## config.mk

```make
export PLATFORM = sky130hd
export DESIGN_NAME = modular_arithmetic_unit_top
export DESIGN_NICKNAME = d
export VERILOG_FILES = /design/src/hdl/mau_pkg.sv /design/src/hdl/mau_red.sv /design/src/hdl/modular_arithmetic_unit_top.sv
export SDC_FILE = /design/constraint.sdc
export NUM_CORES = 2
export LEC_CHECK = 0
export BUFFER_PORTS_ARGS = -buffer_cell sky130_fd_sc_hd__buf_2
export CORE_UTILIZATION = 54
export CTS_CLUSTER_DIAMETER = 200
export CTS_CLUSTER_SIZE = 24
export DETAILED_ROUTE_END_ITERATION = 8
export GPL_ROUTABILITY_DRIVEN = 0
export PLACE_DENSITY = 0.7
export RECOVER_POWER = 50
export SETUP_SLACK_MARGIN = 0.2
export SLEW_MARGIN = 20
export SYNTH_ARGS = -nofsm -noshare
export SYNTH_HDL_FRONTEND = slang
export SYNTH_SLANG_ARGS = --single-unit
```

## constraint.sdc

```tcl
create_clock -name clk -period 24 [get_ports clk]
set_clock_uncertainty 0.15 [all_clocks]
set_input_delay 2.4 -clock clk [delete_from_list [all_inputs] [get_ports clk]]
set_output_delay 2.4 -clock clk [all_outputs]
set_load 0.005 [all_outputs]
```

## src/hdl/mau_pkg.sv

```systemverilog
// ----------------------------------------------------------------------------
// mau_pkg
// shared types and codes for the modular arithmetic unit
// ----------------------------------------------------------------------------
package mau_pkg;

  localparam int unsigned MW = 31;
  localparam int unsigned DW = 64;
  localparam logic [MW-1:0] MOD_RESET = 31'd1000000007;

  localparam logic [3:0] CMD_REDUCE = 4'd0;
  localparam logic [3:0] CMD_ADD    = 4'd1;
  localparam logic [3:0] CMD_SUB    = 4'd2;
  localparam logic [3:0] CMD_NEG    = 4'd3;
  localparam logic [3:0] CMD_MUL    = 4'd4;
  localparam logic [3:0] CMD_DIV    = 4'd5;
  localparam logic [3:0] CMD_POW    = 4'd6;
  localparam logic [3:0] CMD_CHOOSE = 4'd7;
  localparam logic [3:0] CMD_CMP    = 4'd8;

  typedef struct packed {
    logic [3:0]           cmd;
    logic signed [DW-1:0] operand_a;
    logic signed [DW-1:0] operand_b;
  } mau_in_t;

  typedef struct packed {
    logic [MW-1:0] residue;
    logic          equal;
  } mau_out_t;

  typedef enum logic [3:0] {
    S_IDLE, S_RA, S_RB, S_DISP, S_MUL, S_PCHK, S_PACC, S_PSQ, S_FIN,
    S_CSET, S_CCHK, S_CFN, S_CNU, S_CFD, S_CDE
  } mau_state_t;

endpackage

```

## src/hdl/mau_red.sv

```systemverilog
// ----------------------------------------------------------------------------
// mau_red
// bit-serial restoring reducer: 64-bit value modulo a 31-bit modulus
// ----------------------------------------------------------------------------
module mau_red (
  input  logic                  clk,
  input  logic                  rst_n,
  input  logic                  go,
  input  logic [63:0]           val,
  input  logic [mau_pkg::MW-1:0] m,
  output logic                  done,
  output logic [mau_pkg::MW-1:0] rem
);
  import mau_pkg::*;

  logic [DW-1:0] sh_r, sh_nxt;
  logic [MW-1:0] rem_r, rem_nxt;
  logic [6:0]    cnt_r, cnt_nxt;
  logic          done_r, done_nxt;
  logic [MW:0]   t;

  always_comb begin
    t        = {rem_r, sh_r[DW-1]};
    sh_nxt   = sh_r;
    rem_nxt  = rem_r;
    cnt_nxt  = cnt_r;
    done_nxt = 1'b0;
    if (go) begin
      sh_nxt  = val;
      rem_nxt = '0;
      cnt_nxt = 7'd64;
    end else if (cnt_r != 7'd0) begin
      if (t >= {1'b0, m}) t = t - {1'b0, m};
      rem_nxt  = t[MW-1:0];
      sh_nxt   = {sh_r[DW-2:0], 1'b0};
      cnt_nxt  = cnt_r - 7'd1;
      done_nxt = (cnt_r == 7'd1);
    end
  end

  always_ff @(posedge clk) begin
    if (!rst_n) begin
      cnt_r  <= '0;
      done_r <= 1'b0;
    end else begin
      cnt_r  <= cnt_nxt;
      done_r <= done_nxt;
    end
    sh_r  <= sh_nxt;
    rem_r <= rem_nxt;
  end

  assign done = done_r;
  assign rem  = rem_r;

endmodule

```

## src/hdl/modular_arithmetic_unit_top.sv

```systemverilog
// ----------------------------------------------------------------------------
// modular_arithmetic_unit_top
// modular arithmetic over a register-held modulus, one shared reducer
// ----------------------------------------------------------------------------
// sequence: each 64-bit reduction or multiply-reduce runs on the shared serial
// reducer; reduce/add/sub/negate/compare take two reductions (one per operand),
// multiply three, power up to 130 reductions and divide up to 65, choose four
// reductions per step of r plus the inverse
// throughput: one item at a time, busy high until the result strobe
// reset: synchronous active-low, modulus returns to 1000000007
module modular_arithmetic_unit_top (
  input  logic                 clk,
  input  logic                 rst_n,
  input  logic                 start,
  output logic                 busy,
  input  mau_pkg::mau_in_t     in_data,
  output logic                 out_valid,
  output mau_pkg::mau_out_t    out_data,
  input  logic                 cfg_valid,
  output logic                 cfg_ready,
  input  logic [mau_pkg::MW-1:0] cfg_data
);
  import mau_pkg::*;

  mau_state_t    state_r, state_nxt;
  logic          ph_r, ph_nxt;
  logic [MW-1:0] mod_r;
  logic [3:0]    cmd_r, cmd_nxt;
  logic [DW-1:0] ain_r, ain_nxt, bin_r, bin_nxt, e_r, e_nxt;
  logic [MW-1:0] m_r, m_nxt, a_r, a_nxt, b_r, b_nxt, acc_r, acc_nxt;
  logic [MW-1:0] base_r, base_nxt, nu_r, nu_nxt, de_r, de_nxt, tmp_r, tmp_nxt;
  logic [31:0]   i_r, i_nxt, rc_r, rc_nxt, n_r, n_nxt;
  logic          ov_r, ov_nxt;
  mau_out_t      od_r, od_nxt;

  logic          red_go, red_done;
  logic [DW-1:0] red_val;
  logic [MW-1:0] red_rem, mx, my, one, fold;
  logic [2*MW-1:0] prod;
  logic [MW:0]   s;
  logic signed [32:0] nx, rx, dd, rr;

  mau_red u_red (
    .clk  (clk),
    .rst_n(rst_n),
    .go   (red_go),
    .val  (red_val),
    .m    (m_r),
    .done (red_done),
    .rem  (red_rem)
  );

  assign prod = mx * my;
  assign one  = (m_r == 31'd1) ? 31'd0 : 31'd1;

  always_comb begin
    mx = '0;
    my = '0;
    unique case (state_r)
      S_MUL:  begin mx = a_r;    my = b_r;    end
      S_PACC: begin mx = acc_r;  my = base_r; end
      S_PSQ:  begin mx = base_r; my = base_r; end
      S_FIN:  begin mx = (cmd_r == CMD_DIV) ? a_r : nu_r; my = acc_r; end
      S_CNU:  begin mx = nu_r;   my = tmp_r;  end
      S_CDE:  begin mx = de_r;   my = tmp_r;  end
      default: ;
    endcase
  end

  always_comb begin
    unique case (state_r)
      S_RA:    red_val = ain_r[DW-1] ? (~ain_r + 64'd1) : ain_r;
      S_RB:    red_val = bin_r[DW-1] ? (~bin_r + 64'd1) : bin_r;
      S_CFN:   red_val = {32'd0, n_r - i_r};
      S_CFD:   red_val = {32'd0, i_r + 32'd1};
      default: red_val = {2'd0, prod};
    endcase
  end

  always_comb begin
    state_nxt = state_r;
    ph_nxt = ph_r;
    cmd_nxt = cmd_r; ain_nxt = ain_r; bin_nxt = bin_r; e_nxt = e_r;
    m_nxt = m_r; a_nxt = a_r; b_nxt = b_r; acc_nxt = acc_r; base_nxt = base_r;
    nu_nxt = nu_r; de_nxt = de_r; tmp_nxt = tmp_r;
    i_nxt = i_r; rc_nxt = rc_r; n_nxt = n_r;
    ov_nxt = 1'b0;
    od_nxt = od_r;
    red_go = 1'b0;
    s  = '0;
    nx = '0; rx = '0; dd = '0; rr = '0;
    fold = red_rem;
    if (ph_r == 1'b0) begin
      if (state_r == S_RA || state_r == S_RB || state_r == S_MUL ||
          state_r == S_PACC || state_r == S_PSQ || state_r == S_FIN ||
          state_r == S_CFN || state_r == S_CNU || state_r == S_CFD ||
          state_r == S_CDE) begin
        red_go = 1'b1;
        ph_nxt = 1'b1;
      end
    end
    unique case (state_r)
      S_IDLE: begin
        if (start) begin
          cmd_nxt   = in_data.cmd;
          ain_nxt   = in_data.operand_a;
          bin_nxt   = in_data.operand_b;
          m_nxt     = (mod_r < 31'd2) ? 31'd1 : mod_r;
          ph_nxt    = 1'b0;
          state_nxt = S_RA;
        end
      end
      S_RA: if (ph_r && red_done) begin
        if (ain_r[DW-1] && red_rem != '0) fold = m_r - red_rem;
        a_nxt = fold; ph_nxt = 1'b0; state_nxt = S_RB;
      end
      S_RB: if (ph_r && red_done) begin
        if (bin_r[DW-1] && red_rem != '0) fold = m_r - red_rem;
        b_nxt = fold; ph_nxt = 1'b0; state_nxt = S_DISP;
      end
      S_DISP: begin
        state_nxt = S_IDLE;
        od_nxt    = '0;
        case (cmd_r)
          CMD_REDUCE: begin od_nxt.residue = a_r; ov_nxt = 1'b1; end
          CMD_ADD: begin
            s = {1'b0, a_r} + {1'b0, b_r};
            if (s >= {1'b0, m_r}) s = s - {1'b0, m_r};
            od_nxt.residue = s[MW-1:0]; ov_nxt = 1'b1;
          end
          CMD_SUB: begin
            s = (a_r >= b_r) ? ({1'b0, a_r} - {1'b0, b_r})
                             : ({1'b0, a_r} + {1'b0, m_r} - {1'b0, b_r});
            od_nxt.residue = s[MW-1:0]; ov_nxt = 1'b1;
          end
          CMD_NEG: begin
            od_nxt.residue = (a_r == '0) ? '0 : m_r - a_r; ov_nxt = 1'b1;
          end
          CMD_CMP: begin od_nxt.equal = (a_r == b_r); ov_nxt = 1'b1; end
          CMD_MUL: state_nxt = S_MUL;
          CMD_DIV: begin
            base_nxt = b_r; acc_nxt = one;
            e_nxt = {33'd0, m_r} - 64'd2; state_nxt = S_PCHK;
          end
          CMD_POW: begin
            base_nxt = a_r; acc_nxt = one; e_nxt = bin_r; state_nxt = S_PCHK;
          end
          CMD_CHOOSE: state_nxt = S_CSET;
          default: ov_nxt = 1'b1;
        endcase
      end
      S_MUL: if (ph_r && red_done) begin
        od_nxt = '0; od_nxt.residue = red_rem; ov_nxt = 1'b1;
        ph_nxt = 1'b0; state_nxt = S_IDLE;
      end
      S_PCHK: begin
        if (e_r == '0) begin
          if (cmd_r == CMD_POW) begin
            od_nxt = '0; od_nxt.residue = acc_r; ov_nxt = 1'b1;
            state_nxt = S_IDLE;
          end else begin
            state_nxt = S_FIN;
          end
        end else begin
          state_nxt = e_r[0] ? S_PACC : S_PSQ;
        end
      end
      S_PACC: if (ph_r && red_done) begin
        acc_nxt = red_rem; ph_nxt = 1'b0; state_nxt = S_PSQ;
      end
      S_PSQ: if (ph_r && red_done) begin
        base_nxt = red_rem; e_nxt = {1'b0, e_r[DW-1:1]};
        ph_nxt = 1'b0; state_nxt = S_PCHK;
      end
      S_FIN: if (ph_r && red_done) begin
        od_nxt = '0; od_nxt.residue = red_rem; ov_nxt = 1'b1;
        ph_nxt = 1'b0; state_nxt = S_IDLE;
      end
      S_CSET: begin
        nx = {ain_r[31], ain_r[31:0]};
        rx = {bin_r[31], bin_r[31:0]};
        dd = nx - rx;
        rr = (dd < rx) ? dd : rx;
        if (rr < 0) begin
          od_nxt = '0; ov_nxt = 1'b1; state_nxt = S_IDLE;
        end else begin
          rc_nxt = rr[31:0]; n_nxt = ain_r[31:0]; i_nxt = '0;
          nu_nxt = one; de_nxt = one; state_nxt = S_CCHK;
        end
      end
      S_CCHK: begin
        if (i_r == rc_r) begin
          base_nxt = de_r; acc_nxt = one;
          e_nxt = {33'd0, m_r} - 64'd2; state_nxt = S_PCHK;
        end else begin
          state_nxt = S_CFN;
        end
      end
      S_CFN: if (ph_r && red_done) begin
        tmp_nxt = red_rem; ph_nxt = 1'b0; state_nxt = S_CNU;
      end
      S_CNU: if (ph_r && red_done) begin
        ph_nxt = 1'b0;
        if (red_rem == '0) begin
          od_nxt = '0; ov_nxt = 1'b1; state_nxt = S_IDLE;
        end else begin
          nu_nxt = red_rem; state_nxt = S_CFD;
        end
      end
      S_CFD: if (ph_r && red_done) begin
        tmp_nxt = red_rem; ph_nxt = 1'b0; state_nxt = S_CDE;
      end
      S_CDE: if (ph_r && red_done) begin
        de_nxt = red_rem; i_nxt = i_r + 32'd1;
        ph_nxt = 1'b0; state_nxt = S_CCHK;
      end
      default: state_nxt = S_IDLE;
    endcase
  end

  always_ff @(posedge clk) begin
    if (!rst_n) begin
      state_r <= S_IDLE;
      ph_r    <= 1'b0;
      ov_r    <= 1'b0;
      mod_r   <= MOD_RESET;
    end else begin
      state_r <= state_nxt;
      ph_r    <= ph_nxt;
      ov_r    <= ov_nxt;
      if (cfg_valid && cfg_ready) mod_r <= cfg_data;
    end
    cmd_r <= cmd_nxt; ain_r <= ain_nxt; bin_r <= bin_nxt; e_r <= e_nxt;
    m_r <= m_nxt; a_r <= a_nxt; b_r <= b_nxt; acc_r <= acc_nxt;
    base_r <= base_nxt; nu_r <= nu_nxt; de_r <= de_nxt; tmp_r <= tmp_nxt;
    i_r <= i_nxt; rc_r <= rc_nxt; n_r <= n_nxt; od_r <= od_nxt;
  end

  assign busy      = (state_r != S_IDLE);
  assign cfg_ready = 1'b1;
  assign out_valid = ov_r;
  assign out_data  = od_r;

endmodule

```

==> summary.md <==
| Metric | Value |
|---|---|
| Final-report max-slew violation count | `784` |
| IO buf count | `200` |
| R2R Setup Slk | `8.08 ns` |
| Worst hold path type | `reg2reg` |
| Max Cap Viol | `18` |
| Layout cells sized above 1 | `5.24%` |
| DP Wirelength | `229,000 microns` |
| Max clock buf depth | `3` |
| Fillers | `13,300` |
| Setup TNS | `0 ns` |
| Post-synth ARST share | `0%` |
| Total power | `5040 uW` |
| Final ANT Viol Nets | `0` |
| Max VDD drop | `96.7 uV` |
| DR pass1 iterations | `9` |
| Number of synthesized flops with an enable pin | `about 640` |
| Largest cells by area after synthesis | `edfxtp_1, fa_1, ha_1` |
| Via density | `6.42` |
| Commonest cells post-synth | `inv_1, nand2_1, nor2_1` |
| First-pass GRT wire length | `432,000 microns` |
| Syn Nets | `10,800` |
| Setup violators final | `0` |
| Placed cell count | `11,000` |
| Unrepaired setup endpoints after global routing | `false` |
| Post-CTS setup buffer count | `0` |
| CORE AREA | `150,000 sq um` |
| Failing checks | `DRC, capacitance limit, slew limit` |
| Status | `finished with violations` |
| Total number of yosys warnings | `0` |
| Synth Flop Type | `edfxtp_1` |
| Fin. Hold Viols | `0` |
| Die Span X | `between 300 and 400 microns` |
| CTS H-Tree Depth | `2` |
| Die area | `154,000 sq um` |
| Mapped Area | `82,200 sq um` |
| Final Worst Setup Slack | `8.08 ns` |
| Static Leakage | `0.0369 uW` |
| Slowest stage delay, CP | `3.26 ns` |
| Area delta synth->final | `4.72%` |
| Total GRT Usage | `approximately 38%` |
| Slew margin rel. | `-202%` |
| Leading area contributor after synthesis | `edfxtp_1` |
| # DRC | `7` |
| # rows | `142` |
| WL final | `290,000 microns` |
| WL per Instance | `26.2 microns` |
| Register area share after synthesis | `roughly 25%` |
| CTS sink count | `712` |
| Multi-input logic area | `between 50,000 and 60,000 sq um` |
| PD cells | `58.6 nW/um^2` |
| Final Util | `57.2%` |
| Yosys top cell area share | `23.2%` |
| Post-CTS Resized | `0` |
| Initial antenna violation count | `14` |
| Hold-fix buffers at CTS | `0` |
| Grt total ovfl | `0` |
| Period minus WS final | `15.92 ns` |
| CTS Buf Count | `36` |
| CTS tree | `done` |
| Clk Latency, worst-skew pair | `0.68 ns` |
| Register bit total from synthesis | `712` |
| Most common cell in the netlist | `inv_1` |
| Crit. End Element | `register` |
| Cell mode on critical path | `fa_1` |
| # IOs | `202` |
| Setup WS pre-CTS | `12.18 ns` |
| Period utilization | `approximately 66%` |
| Finished Layout Cells | `between 10,000 and 15,000` |
| Critical Path RT | `24.33 ns` |
| CTS Root Cell | `clkbuf_16` |
| Peak Freq | `62.8 MHz` |
| DRT iter0 DRCs | `9,658` |
| Die Ht | `about 400 microns` |
| Slew @ Worst Pin | `roughly 4.5 ns` |
| Cells after synthesis | `a little over 9,000` |
| Setup CP Type | `reg2reg` |
| Vias | `between 70,000 and 80,000` |
| Startpoint types | `register` |
| Cell variety after synth | `94` |
| Pin count of the biggest net entering global routing | `88` |
| Max FO, Critical Path | `87` |
| Slowest-stage cell, CP | `clkbuf_1` |
| Syn Area/Cell | `8.97 sq um` |
| Starting Density | `a little over half` |
| WP data arrival | `16.25 ns` |
| Number of global-route vias before repair | `69,800` |
| Register Area | `~21,000 sq um` |
| # nets final | `approximately 11,000` |
| Reg clk slew, reported paths | `0.10 ns` |
[cell usage in the layout (no fill, tap or decap), types with 59 or more instances in the layout]
cell	synthesis	routed
a211oi_1	96	96
a22oi_1	101	101
a222oi_1	60	60
a21oi_1	452	450
ha_1	571	571
nor4_1	68	64
nand3_1	137	132
and3_1	79	77
xor2_1	153	153
edfxtp_1	636	636
nand4_1	75	75
a21o_1	186	185
nor3_1	109	102
buf_4	1	102
nor2_1	925	918
xnor2_1	341	341
nand2_1	997	991
clkbuf_1	474	66
inv_1	1250	1249
nand2b_1	59	59
buf_2	5	171
o31ai_1	64	64
nor2b_1	64	64
o21ai_0	462	461
dfxtp_1	76	76
fa_1	875	875
[critical path, delay by kind of cell (launching register included)]
family / cells / cell delay, ns
adder cells (fa/ha/maj): 9 / 4.18
AO/OA/AOI/OAI: 10 / 3.70
buffers and inverters: 5 / 3.48
AND/OR/NAND/NOR: 4 / 3.03
multiplexers: 1 / 0.30
flip-flops: 1 / 0.86
[layout make-up]
type                            instances  share of cell area (%)
Antenna cell                           13                  0.0378
Clock buffer                           54                    1.15
Clock inverter                          5                  0.0988
Inverter                             1252                    5.46
Multi-Input combinational cell       6697                    64.3
Sequential cell                       712                    23.9
Tap cell                             2016                    2.93
Timing Repair Buffer                  324                    2.12
[state kept, by name, indices dropped and copies added (netlist names), 32 cells and up]
register / count
u_red.sh_r: 64
bin_r: 64
rc_r: 32
e_r: 64
ain_r: 64
out_data: 32
n_r: 32
i_r: 32
[report_power, final]
group,internal (uW),switching (uW),total (uW)
clock network,296,436,732
registers,1640,265,1910
logic,903,1500,2400
[per-layer routing]
metal / share of wire, % / GRT usage (%)
met4: 8.6 / 26.4
met3: 13 / 11.5
met1: 37 / 47.7
met5: 0.021 / 0
met2: 42 / 54.8
[worst paths after layout]
check / cells after the start / endpoint / start
max: 29 / u_red.sh_r[59] / state_r[1]
min: 0 / m_r[6] / mod_r[6]
max reg2reg: 29 / u_red.sh_r[59] / state_r[1]
min reg2reg: 0 / m_r[6] / mod_r[6]
[cells by family after synthesis]
kind of cell    share of synthesized area (%)
mux                                      1.38
buf+inv                                  8.07
flops                                    25.1
xor+xnor                                 5.26
other cells                           0.00456
fa+ha+maj                                30.0
simple gates                             14.3
compound gates                           15.9
[through the flow]
step,hold slack (ns),cell area (sq um)
finish,0.320,86100
global placement,0.295,85100
CTS,0.318,86200
detailed placement,0.296,85200
floorplan,0.282,82200
global route,0.333,86100
Power figures use the tool's default switching activity.
